## src/sv/arp_cache_resolver_unit_assert.svh

```systemverilog
// Assertion macros for the ARP cache resolver.
// Each macro expects clk_i and rst_ni in the scope where it is used.
`ifndef ARP_CACHE_RESOLVER_UNIT_ASSERT_SVH
`define ARP_CACHE_RESOLVER_UNIT_ASSERT_SVH

// Same-cycle implication.
`define ARP_CR_ASSERT_IMP(label, ante, cons, msg) \
  label: assert property (@(posedge clk_i) disable iff (!rst_ni) (ante) |-> (cons)) \
    else $error(msg);

// Next-cycle implication.
`define ARP_CR_ASSERT_NXT(label, ante, cons, msg) \
  label: assert property (@(posedge clk_i) disable iff (!rst_ni) (ante) |=> (cons)) \
    else $error(msg);

`endif

```

## src/sv/arp_cr_pkg.sv

```systemverilog
package arp_cr_pkg;

  // Field widths
  localparam int unsigned IP_W  = 32;
  localparam int unsigned MAC_W = 48;
  localparam int unsigned TAG_W = 16;

  // Default sizes
  localparam int unsigned TABLE_ENTRIES_DEF = 16;
  localparam int unsigned WAIT_SLOTS_DEF    = 4;

  // Result buffer: one request causes at most four results
  localparam int unsigned RES_DEPTH = 4;
  localparam int unsigned RES_IDX_W = $clog2(RES_DEPTH);
  localparam int unsigned RES_CNT_W = RES_IDX_W + 1;

  // Configuration port
  localparam int unsigned CFG_IDX_W  = 3;
  localparam int unsigned CFG_DATA_W = 48;

  localparam logic [CFG_IDX_W-1:0] CFG_OWN_IP    = 3'd0;
  localparam logic [CFG_IDX_W-1:0] CFG_OWN_MAC   = 3'd1;
  localparam logic [CFG_IDX_W-1:0] CFG_FIXED_IP  = 3'd2;
  localparam logic [CFG_IDX_W-1:0] CFG_FIXED_MAC = 3'd3;
  localparam logic [CFG_IDX_W-1:0] CFG_PROBE_MAC = 3'd4;

  // Register reset values
  localparam logic [IP_W-1:0]  FIXED_IP_RST  = 32'h0202_000A;
  localparam logic [MAC_W-1:0] FIXED_MAC_RST = 48'h5255_0A00_0202;
  localparam logic [MAC_W-1:0] PROBE_MAC_RST = 48'h5254_0012_3456;
  localparam logic [MAC_W-1:0] BCAST_MAC     = 48'hFFFF_FFFF_FFFF;

  typedef enum logic [1:0] {
    CMD_REPLY   = 2'd0,
    CMD_REQUEST = 2'd1,
    CMD_RESOLVE = 2'd2,
    CMD_NONE    = 2'd3
  } cmd_e;

  typedef enum logic [1:0] {
    KIND_DATA    = 2'd0,
    KIND_REQUEST = 2'd1,
    KIND_REPLY   = 2'd2,
    KIND_DROP    = 2'd3
  } kind_e;

  // Lookup wave passed from cell to cell
  typedef struct packed {
    logic             live;
    logic             hit;
    logic [MAC_W-1:0] hit_mac;
    logic             free;
  } scan_rec_t;

  // Learn write broadcast to all cells
  typedef struct packed {
    logic             en;
    logic             sel_hit;
    logic [IP_W-1:0]  ip;
    logic [MAC_W-1:0] mac;
  } entry_wr_t;

  // One buffered result
  typedef struct packed {
    kind_e            kind;
    logic [TAG_W-1:0] tag;
    logic [MAC_W-1:0] mac;
    logic [IP_W-1:0]  ip;
  } res_t;

endpackage

```

## src/sv/arp_cr_entry_cell.sv

```systemverilog
module arp_cr_entry_cell (
  input  logic                         clk_i,
  input  logic                         rst_ni,
  input  logic [arp_cr_pkg::IP_W-1:0]  query_ip_i,
  input  arp_cr_pkg::scan_rec_t        rec_i,
  output arp_cr_pkg::scan_rec_t        rec_o,
  input  arp_cr_pkg::entry_wr_t        wr_i
);
  import arp_cr_pkg::*;

  logic             valid_q;
  logic [IP_W-1:0]  ip_q;
  logic [MAC_W-1:0] mac_q;
  logic             hit_mark_q, hit_mark_d;
  logic             free_mark_q, free_mark_d;
  logic             hit_here, free_here, wr_sel;
  scan_rec_t        rec_q, rec_d;

  // Match locally, keep the first hit and first free slot seen so far
  always_comb begin
    hit_here  = valid_q && (ip_q == query_ip_i) && !rec_i.hit;
    free_here = !valid_q && !rec_i.free;
    rec_d         = rec_i;
    rec_d.hit     = rec_i.hit | hit_here;
    rec_d.hit_mac = hit_here ? mac_q : rec_i.hit_mac;
    rec_d.free    = rec_i.free | free_here;
    hit_mark_d    = rec_i.live ? hit_here : hit_mark_q;
    free_mark_d   = rec_i.live ? free_here : free_mark_q;
  end

  // Pass the wave on to the next cell
  always_ff @(posedge clk_i or negedge rst_ni) begin
    if (!rst_ni) begin
      rec_q       <= '0;
      hit_mark_q  <= 1'b0;
      free_mark_q <= 1'b0;
    end else begin
      rec_q       <= rec_d;
      hit_mark_q  <= hit_mark_d;
      free_mark_q <= free_mark_d;
    end
  end

  assign rec_o  = rec_q;
  assign wr_sel = wr_i.en && (wr_i.sel_hit ? hit_mark_q : free_mark_q);

  // Hold the entry valid bit
  always_ff @(posedge clk_i or negedge rst_ni) begin
    if (!rst_ni) begin
      valid_q <= 1'b0;
    end else if (wr_sel) begin
      valid_q <= 1'b1;
    end
  end

  // Learn address pair
  always_ff @(posedge clk_i) begin
    if (wr_sel) begin
      ip_q  <= wr_i.ip;
      mac_q <= wr_i.mac;
    end
  end

endmodule

```

## src/sv/arp_cache_resolver_unit.sv

```systemverilog
// ARP cache resolver. A request is taken when start is high and busy is low;
// results come out one per cycle on strobe_o, with last_o on the final one,
// and cannot be held off, so the receiver must take each in its cycle. The
// learned table is a chain of TABLE_ENTRIES-1 cells that a lookup walks one
// cell per cycle before the request reaches a decision. A received reply then
// scans the WAIT_SLOTS queue one slot per cycle, and a resolve miss scans it
// until the lowest free slot; any results follow, and the last result is on
// the ports in the first cycle with busy low. The user must write
// configuration only while busy is low; the block itself does not enforce it.
module arp_cache_resolver_unit #(
  parameter int unsigned TABLE_ENTRIES = arp_cr_pkg::TABLE_ENTRIES_DEF,
  parameter int unsigned WAIT_SLOTS    = arp_cr_pkg::WAIT_SLOTS_DEF
) (
  input  logic                               clk_i,
  input  logic                               rst_ni,
  // Configuration
  input  logic                               cfg_we_i,
  input  logic [arp_cr_pkg::CFG_IDX_W-1:0]   cfg_index_i,
  input  logic [arp_cr_pkg::CFG_DATA_W-1:0]  cfg_wdata_i,
  // Request
  input  logic                               start,
  output logic                               busy,
  input  logic [1:0]                         cmd_i,
  input  logic [arp_cr_pkg::IP_W-1:0]        sender_ip_i,
  input  logic [arp_cr_pkg::MAC_W-1:0]       sender_mac_i,
  input  logic [arp_cr_pkg::IP_W-1:0]        target_ip_i,
  input  logic [arp_cr_pkg::TAG_W-1:0]       packet_tag_i,
  // Results
  output logic                               strobe_o,
  output logic [1:0]                         kind_o,
  output logic [arp_cr_pkg::TAG_W-1:0]       packet_tag_res_o,
  output logic [arp_cr_pkg::MAC_W-1:0]       dest_mac_o,
  output logic [arp_cr_pkg::IP_W-1:0]        target_ip_res_o,
  output logic                               last_o
);
  import arp_cr_pkg::*;

  localparam int unsigned WIDX_W = (WAIT_SLOTS > 1) ? $clog2(WAIT_SLOTS) : 1;
  localparam logic [WIDX_W-1:0] WIDX_LAST = WIDX_W'(WAIT_SLOTS - 1);

  typedef enum logic [3:0] {
    S_IDLE = 4'b0001,
    S_SCAN = 4'b0010,
    S_WAIT = 4'b0100,
    S_EMIT = 4'b1000
  } state_e;

  state_e               state_q, state_d;
  logic                 accept;
  logic                 launch_q;

  // Request registers
  cmd_e                 cmd_q;
  logic [IP_W-1:0]      sip_q, tip_q;
  logic [MAC_W-1:0]     smac_q;
  logic [TAG_W-1:0]     tag_q;

  // Configuration registers
  logic [IP_W-1:0]      own_ip_q, fixed_ip_q;
  logic [MAC_W-1:0]     fixed_mac_q, probe_mac_q;

  // Table chain
  scan_rec_t            rec [TABLE_ENTRIES];
  scan_rec_t            tail;
  entry_wr_t            wr;
  logic [IP_W-1:0]      query_ip;

  // Wait queue
  logic [WAIT_SLOTS-1:0] wait_valid_q;
  logic [IP_W-1:0]       wait_ip_q  [WAIT_SLOTS];
  logic [TAG_W-1:0]      wait_tag_q [WAIT_SLOTS];
  logic [WIDX_W-1:0]     w_idx_q, w_idx_d;
  logic                  wait_set, wait_clr;

  // Result buffer
  res_t                  res_q [RES_DEPTH];
  logic [RES_CNT_W-1:0]  res_cnt_q, res_cnt_d;
  logic [RES_IDX_W-1:0]  e_idx_q, e_idx_d;
  logic                  push_a_en, push_b_en;
  res_t                  push_a, push_b;
  logic                  emit_last;

  // Output registers
  logic                  strobe_q;
  res_t                  out_q;
  logic                  last_q;

  assign busy   = (state_q != S_IDLE);
  assign accept = start && !busy;

  // Take configuration writes; own MAC is accepted but not stored
  always_ff @(posedge clk_i or negedge rst_ni) begin
    if (!rst_ni) begin
      own_ip_q    <= '0;
      fixed_ip_q  <= FIXED_IP_RST;
      fixed_mac_q <= FIXED_MAC_RST;
      probe_mac_q <= PROBE_MAC_RST;
    end else if (cfg_we_i) begin
      unique case (cfg_index_i)
        CFG_OWN_IP:    own_ip_q    <= cfg_wdata_i[IP_W-1:0];
        CFG_OWN_MAC:   ;
        CFG_FIXED_IP:  fixed_ip_q  <= cfg_wdata_i[IP_W-1:0];
        CFG_FIXED_MAC: fixed_mac_q <= cfg_wdata_i[MAC_W-1:0];
        CFG_PROBE_MAC: probe_mac_q <= cfg_wdata_i[MAC_W-1:0];
        default:       ;
      endcase
    end
  end

  // Latch the request
  always_ff @(posedge clk_i) begin
    if (accept) begin
      cmd_q  <= cmd_e'(cmd_i);
      sip_q  <= sender_ip_i;
      smac_q <= sender_mac_i;
      tip_q  <= target_ip_i;
      tag_q  <= packet_tag_i;
    end
  end

  // Launch the lookup wave in the cycle after accept, unless the command is none
  always_ff @(posedge clk_i or negedge rst_ni) begin
    if (!rst_ni) begin
      launch_q <= 1'b0;
    end else begin
      launch_q <= accept && (cmd_e'(cmd_i) != CMD_NONE);
    end
  end

  assign query_ip = (cmd_q == CMD_RESOLVE) ? tip_q : sip_q;

  always_comb begin
    rec[0]         = '0;
    rec[0].live    = launch_q;
  end

  // Row of table cells, entry 0 being the static entry in configuration
  for (genvar k = 1; k < TABLE_ENTRIES; k++) begin : g_cell
    arp_cr_entry_cell u_cell (
      .clk_i      (clk_i),
      .rst_ni     (rst_ni),
      .query_ip_i (query_ip),
      .rec_i      (rec[k-1]),
      .rec_o      (rec[k]),
      .wr_i       (wr)
    );
  end

  assign tail = rec[TABLE_ENTRIES-1];

  // Learn the sender once the wave has passed all cells
  always_comb begin
    wr.en      = (state_q == S_SCAN) && tail.live
                 && ((cmd_q == CMD_REPLY) || (cmd_q == CMD_REQUEST))
                 && (sip_q != fixed_ip_q) && (tail.hit || tail.free);
    wr.sel_hit = tail.hit;
    wr.ip      = sip_q;
    wr.mac     = smac_q;
  end

  assign emit_last = (e_idx_q == RES_IDX_W'(res_cnt_q - 1'b1));

  // Sequence decision, wait queue scan and result emission
  always_comb begin
    state_d   = state_q;
    w_idx_d   = w_idx_q;
    e_idx_d   = e_idx_q;
    push_a_en = 1'b0;
    push_b_en = 1'b0;
    push_a    = '0;
    push_b    = '0;
    wait_set  = 1'b0;
    wait_clr  = 1'b0;
    unique case (state_q)
      S_IDLE: begin
        if (accept && (cmd_e'(cmd_i) != CMD_NONE)) begin
          state_d = S_SCAN;
        end
      end
      S_SCAN: begin
        if (tail.live) begin
          w_idx_d = '0;
          unique case (cmd_q)
            CMD_REPLY: state_d = S_WAIT;
            CMD_REQUEST: begin
              if (tip_q == own_ip_q) begin
                push_a_en   = 1'b1;
                push_a.kind = KIND_REPLY;
                push_a.mac  = smac_q;
                push_a.ip   = sip_q;
                state_d     = S_EMIT;
              end else begin
                state_d = S_IDLE;
              end
            end
            CMD_RESOLVE: begin
              if (tip_q == fixed_ip_q) begin
                push_a_en   = 1'b1;
                push_a.kind = KIND_DATA;
                push_a.tag  = tag_q;
                push_a.mac  = fixed_mac_q;
                state_d     = S_EMIT;
              end else if (tail.hit) begin
                push_a_en   = 1'b1;
                push_a.kind = KIND_DATA;
                push_a.tag  = tag_q;
                push_a.mac  = tail.hit_mac;
                // Refresh probe when the cached MAC is the probe value
                if (tail.hit_mac == probe_mac_q) begin
                  push_b_en   = 1'b1;
                  push_b.kind = KIND_REQUEST;
                  push_b.mac  = BCAST_MAC;
                  push_b.ip   = tip_q;
                end
                state_d = S_EMIT;
              end else begin
                state_d = S_WAIT;
              end
            end
            default: state_d = S_IDLE;
          endcase
        end
      end
      S_WAIT: begin
        if (cmd_q == CMD_REPLY) begin
          // Release waiting packets for the sender, up to the buffer depth
          if (wait_valid_q[w_idx_q] && (wait_ip_q[w_idx_q] == sip_q)
              && (res_cnt_q < RES_CNT_W'(RES_DEPTH))) begin
            push_a_en   = 1'b1;
            push_a.kind = KIND_DATA;
            push_a.tag  = wait_tag_q[w_idx_q];
            push_a.mac  = smac_q;
            wait_clr    = 1'b1;
          end
          if (w_idx_q == WIDX_LAST) begin
            state_d = ((res_cnt_q != '0) || push_a_en) ? S_EMIT : S_IDLE;
          end else begin
            w_idx_d = w_idx_q + 1'b1;
          end
        end else begin
          // Queue the missed packet in the lowest free slot, or drop it
          if (!wait_valid_q[w_idx_q]) begin
            wait_set    = 1'b1;
            push_a_en   = 1'b1;
            push_a.kind = KIND_REQUEST;
            push_a.mac  = BCAST_MAC;
            push_a.ip   = tip_q;
            state_d     = S_EMIT;
          end else if (w_idx_q == WIDX_LAST) begin
            push_a_en   = 1'b1;
            push_a.kind = KIND_DROP;
            push_a.tag  = tag_q;
            push_b_en   = 1'b1;
            push_b.kind = KIND_REQUEST;
            push_b.mac  = BCAST_MAC;
            push_b.ip   = tip_q;
            state_d     = S_EMIT;
          end else begin
            w_idx_d = w_idx_q + 1'b1;
          end
        end
      end
      S_EMIT: begin
        if (emit_last) begin
          e_idx_d = '0;
          state_d = S_IDLE;
        end else begin
          e_idx_d = e_idx_q + 1'b1;
        end
      end
      default: state_d = S_IDLE;
    endcase

    res_cnt_d = res_cnt_q + RES_CNT_W'(push_a_en) + RES_CNT_W'(push_b_en);
    if ((state_q == S_EMIT) && emit_last) begin
      res_cnt_d = '0;
    end
  end

  // Advance control state
  always_ff @(posedge clk_i or negedge rst_ni) begin
    if (!rst_ni) begin
      state_q   <= S_IDLE;
      w_idx_q   <= '0;
      e_idx_q   <= '0;
      res_cnt_q <= '0;
    end else begin
      state_q   <= state_d;
      w_idx_q   <= w_idx_d;
      e_idx_q   <= e_idx_d;
      res_cnt_q <= res_cnt_d;
    end
  end

  // Buffer results
  always_ff @(posedge clk_i) begin
    if (push_a_en) begin
      res_q[res_cnt_q[RES_IDX_W-1:0]] <= push_a;
    end
    if (push_b_en) begin
      res_q[res_cnt_q[RES_IDX_W-1:0] + 1'b1] <= push_b;
    end
  end

  // Hold wait slot valid bits
  always_ff @(posedge clk_i or negedge rst_ni) begin
    if (!rst_ni) begin
      wait_valid_q <= '0;
    end else if (wait_set) begin
      wait_valid_q[w_idx_q] <= 1'b1;
    end else if (wait_clr) begin
      wait_valid_q[w_idx_q] <= 1'b0;
    end
  end

  // Store the queued packet
  always_ff @(posedge clk_i) begin
    if (wait_set) begin
      wait_ip_q[w_idx_q]  <= tip_q;
      wait_tag_q[w_idx_q] <= tag_q;
    end
  end

  // Drive one result per cycle
  always_ff @(posedge clk_i or negedge rst_ni) begin
    if (!rst_ni) begin
      strobe_q <= 1'b0;
    end else begin
      strobe_q <= (state_q == S_EMIT);
    end
  end

  always_ff @(posedge clk_i) begin
    if (state_q == S_EMIT) begin
      out_q  <= res_q[e_idx_q];
      last_q <= emit_last;
    end
  end

  assign strobe_o         = strobe_q;
  assign kind_o           = out_q.kind;
  assign packet_tag_res_o = out_q.tag;
  assign dest_mac_o       = out_q.mac;
  assign target_ip_res_o  = out_q.ip;
  assign last_o           = last_q;

  `include "arp_cache_resolver_unit_assert.svh"

  `ARP_CR_ASSERT_NXT(a_burst_contiguous, strobe_o && !last_o, strobe_o, "result burst broken")
  `ARP_CR_ASSERT_NXT(a_no_result_after_accept, accept, !strobe_o, "result right after accept")
  `ARP_CR_ASSERT_IMP(a_res_cnt_bound, 1'b1, res_cnt_q <= RES_CNT_W'(RES_DEPTH), "result count overflow")
  `ARP_CR_ASSERT_IMP(a_emit_nonempty, state_q == S_EMIT, res_cnt_q != '0, "emit with empty buffer")

endmodule

```

## config.mk

```make
export PLATFORM = sky130hd
export DESIGN_NAME = arp_cache_resolver_unit
export DESIGN_NICKNAME = d
export VERILOG_FILES = /design/src/sv/arp_cr_pkg.sv /design/src/sv/arp_cr_entry_cell.sv /design/src/sv/arp_cache_resolver_unit.sv
export VERILOG_INCLUDE_DIRS = /design/src /design/src/sv
export SDC_FILE = /design/constraint.sdc
export NUM_CORES = 2
export LEC_CHECK = 0
export BUFFER_PORTS_ARGS = -buffer_cell sky130_fd_sc_hd__buf_2
export CAP_MARGIN = 20
export CORE_UTILIZATION = 62
export DETAILED_ROUTE_END_ITERATION = 12
export PLACE_DENSITY = 0.84
export SETUP_SLACK_MARGIN = 0.5
export SYNTH_ARGS = -nofsm -noshare
export SYNTH_HDL_FRONTEND = slang
export SYNTH_SLANG_ARGS = --single-unit
```

## constraint.sdc

```tcl
create_clock -name clk_i -period 15.1 [get_ports clk_i]
set_clock_uncertainty 0.05 [all_clocks]
set_input_delay 3.02 -clock clk_i [delete_from_list [all_inputs] [get_ports clk_i]]
set_output_delay 3.02 -clock clk_i [all_outputs]
set_load 0.02 [all_outputs]
```

==> flow_summary.json <==
{
  "holdCritPathClass": "flip-flop to flip-flop",
  "worstRegToRegCells": 10,
  "wirelength_um": 300400,
  "cts_hold_buffers": 0,
  "cts_root_buf": "clkbuf_16",
  "finalCritPeriodShare": 0.4211,
  "port_buffers": 285,
  "required_ns": 15.60,
  "clk_transition_reported_paths_ns": 0.07,
  "cts_tree": "yes",
  "status": "completed",
  "startpoint_type": "flip-flop",
  "drtAntennaViolNets": 0,
  "ys_seq_area_frac": 0.7384,
  "max_slew_margin": 0.2342,
  "crit_type": "flip-flop to flip-flop",
  "first_global_vias": 64190,
  "route.detailed.drc": 0,
  "cts.sinks": 3000,
  "r2r_start": "w_idx_q[0]",
  "cp.arrival_ns": 6.86,
  "max_freq_ghz": 0.1573,
  "grt_pass1_wl_um": 433000,
  "path_cells": "buf_4, mux4_2, nor2b_1, or4b_1, a21oi_1, nand4_2, nor3_4, o21ai_4, nand2_4, buf_4",
  "rsz0062_at_grt": "no",
  "grt.overflow.total": 0,
  "dp_hpwl_um": 164100,
  "crit_path_end_kind": "flip-flop",
  "synth_fp_nets": 6779,
  "synth.distinct_cells": 68,
  "finalMaxSlewViolations": 0,
  "post_cts_buffers": 0,
  "clkLatencyLatePin_ns": 0.96,
  "avgRoutedWirePerCell_um": 30.96,
  "whs_endpoint": "g_cell[4].u_cell.rec_o[50]",
  "hold_start": "g_cell[3].u_cell.rec_o[50]",
  "die_area_um2": 186300,
  "cp_num_cells": 10,
  "setup-tns-final_ns": 0,
  "crit_path_max_fanout": 50,
  "p_leak_nw": 47.30,
  "synth_ff_type": "edfxtp_1",
  "core_um2": 183300,
  "syn_area_um2": 114400,
  "cp_top_family": "simple AND/OR/NAND/NOR gates",
  "timing_hold_violations_final": 0,
  "yosysWarningCount": 0,
  "synthArstFlopShare": 0.3290,
  "via_per_inst": 6.358,
  "ir_drop_v": 0.0001059,
  "initial_core_util": 0.6244,
  "crit_slowest_cell": "nor3_4",
  "dr.pass1.iters": 6,
  "vias": 61690,
  "finalSetupViolCount": 0,
  "power_density_nw_per_um2": 149.1,
  "die_x_um": 431.6,
  "cp_num_buf_inv": 2,
  "antenna_found_initial": 15,
  "cts_buffer_depth": 4,
  "yosys_register_bits": 3000,
  "drv_cap": 0,
  "cts.repair.resized": 0,
  "h-tree-depth": 5,
  "fin_crit_ns": 6.358,
  "hold_path_depth": 0,
  "layout-drive-gt1-share": 0.2873,
  "cpPeakStageDelay_ns": 0.81,
  "grt_util_all_layers": 0.3220,
  "die-height_um": 431.6,
  "num_rows": 157,
  "r2r_end": "res_q[0][64]",
  "grt_max_degree": 161,
  "worst_pin_slew_ns": 1.145,
  "avgSynthCellArea_um2": 17.40,
  "synth_edf_count": 1945,
  "drtIter0Drc": 6930,
  "place_congestion": 0.8918,
  "areaGrowthSynthToFinish_pct": 12.70,
  "power.total_mw": 19.23,
  "cts_made_buffers": 306,
  "critPathMostFrequentCell": "buf_4",
  "nNetsFinal": 7193,
  "r2r_setup_slack_ns": 8.74,
  "synth_cells": 6578,
  "fillers": 10350,
  "ios": 286
}
[synthesized netlist by cell type (all sizes together), types with 16 or more instances]
cell	count	area, um^2
edfxtp	1945	58410
dfrtp	956	23920
mux2	859	9673
xnor2	466	4081
nand2	313	1175
o21ai	271	1401
mux2i	195	2027
clkbuf	191	716.9
xor2	184	1612
buf	162	1001
nor4	150	1013
o31ai	137	1028
mux4	133	2995
dfxtp	68	1361
a21oi	58	365.4
and2	56	350.3
nand4	52	331.6
inv	49	183.9
nor2	49	183.9
nand3	37	185.2
a22oi	35	262.8
dfstp	31	814.5
nor3	29	161.4
nand2b	19	118.9
o22ai	19	118.9
nor3b	16	120.1
or2	16	100.1
[final cells by class]
class | count | area, um^2 | share of cell area
Sequential cell | 3000 | 84520 | 0.6553
Clock buffer | 410 | 8605 | 0.06671
Antenna cell | 13 | 32.53 | 0.0002522
Inverter | 49 | 186.4 | 0.001445
Tap cell | 2464 | 3083 | 0.02390
Clock inverter | 132 | 1217 | 0.009439
Timing Repair Buffer | 459 | 2848 | 0.02208
Multi-Input combinational cell | 3176 | 28490 | 0.2209
[how the worst max path moves through the flow]
stage	startpoint	endpoint	slack (ns)
finish	w_idx_q[0]	res_q[0][64]	8.74
global route	w_idx_q[0]	res_q[0][64]	8.45
CTS	w_idx_q[0]	res_q[0][64]	8.79
detailed placement	w_idx_q[0]	res_q[0][64]	8.81
global placement	w_idx_q[0]	res_q[0][64]	8.88
floorplan	start	cmd_q[0]	8.55
[worst register-to-register path, stage by stage (launching register included)]
cell     delay, ns
dfrtp_4       0.72
buf_4         0.77
mux4_2        0.63
nor2b_1       0.15
or4b_1        0.51
a21oi_1       0.20
nand4_2       0.47
nor3_4        0.82
o21ai_4       0.40
nand2_4       0.52
buf_4         0.68
[layer usage]
metal | part of all wire | vias up | track usage
met3 | 0.092 | 852 | 0.05943
met2 | 0.49 | 3696 | 0.5195
li1 | - | 25340 | -
met5 | 0.00011 | - | 0
met1 | 0.36 | 31800 | 0.4192
met4 | 0.062 | 4 | 0.1740
[state kept, by name, indices dropped and copies added (netlist names), 16 cells and up, named ones only]
signal	count
g_cell.u_cell.rec_o	765
g_cell.u_cell.mac_q	720
g_cell.u_cell.ip_q	480
res_q	392
wait_ip_q	128
wait_tag_q	64
dest_mac_o	48
fixed_mac_q	48
probe_mac_q	48
smac_q	48
fixed_ip_q	32
own_ip_q	32
sip_q	32
target_ip_res_o	32
tip_q	32
packet_tag_res_o	16
tag_q	16
[cells by family (layout without fill, tap and decap cells)]
| group | after synthesis | after routing | synth area share |
|---|---|---|---|
| adder cells (fa/ha/maj) | 16 | 16 | 0.001815 |
| other | 0 | 13 | 0 |
| flip-flops | 3000 | 3000 | 0.7384 |
| multiplexers | 1187 | 1187 | 0.1284 |
| AND/OR/NAND/NOR | 768 | 768 | 0.03472 |
| buffers and inverters | 402 | 1050 | 0.01662 |
| XOR/XNOR | 650 | 650 | 0.04974 |
| AO/OA/AOI/OAI | 555 | 555 | 0.03030 |
[power by group]
group / leakage [nW] / internal [mW] / switching [mW]
clock: 4.86 / 4.36 / 3.16
sequential: 30.7 / 9.22 / 0.413
combinational: 11.7 / 0.710 / 1.36
[through the flow]
step           std cells    util  area [um^2]  worst slack (ns)  hold WS (ns)
2_1_floorplan       6578       -       114400             8.549        0.3400
3_5_place_dp        9144  0.6493       119000             8.813        0.3538
5_1_grt             9690  0.7035       128900             8.452        0.3949
6_report            9703  0.7037       129000             8.742        0.3794
3_3_place_gp        9144  0.6493       119000             8.884        0.3479
4_1_cts             9686  0.7029       128800             8.785        0.3651
[layout by cell type, fill, tap and decap left out, drive strengths merged, types with 137 or more instances in the layout]
cell / synthesis / layout
buf: 162 / 459
o21ai: 271 / 271
nand2: 313 / 313
nor4: 150 / 150
dfrtp: 956 / 956
xnor2: 466 / 466
mux2: 859 / 859
xor2: 184 / 184
mux2i: 195 / 195
clkbuf: 191 / 410
o31ai: 137 / 137
edfxtp: 1945 / 1945
(Power assumes the default switching activity.)
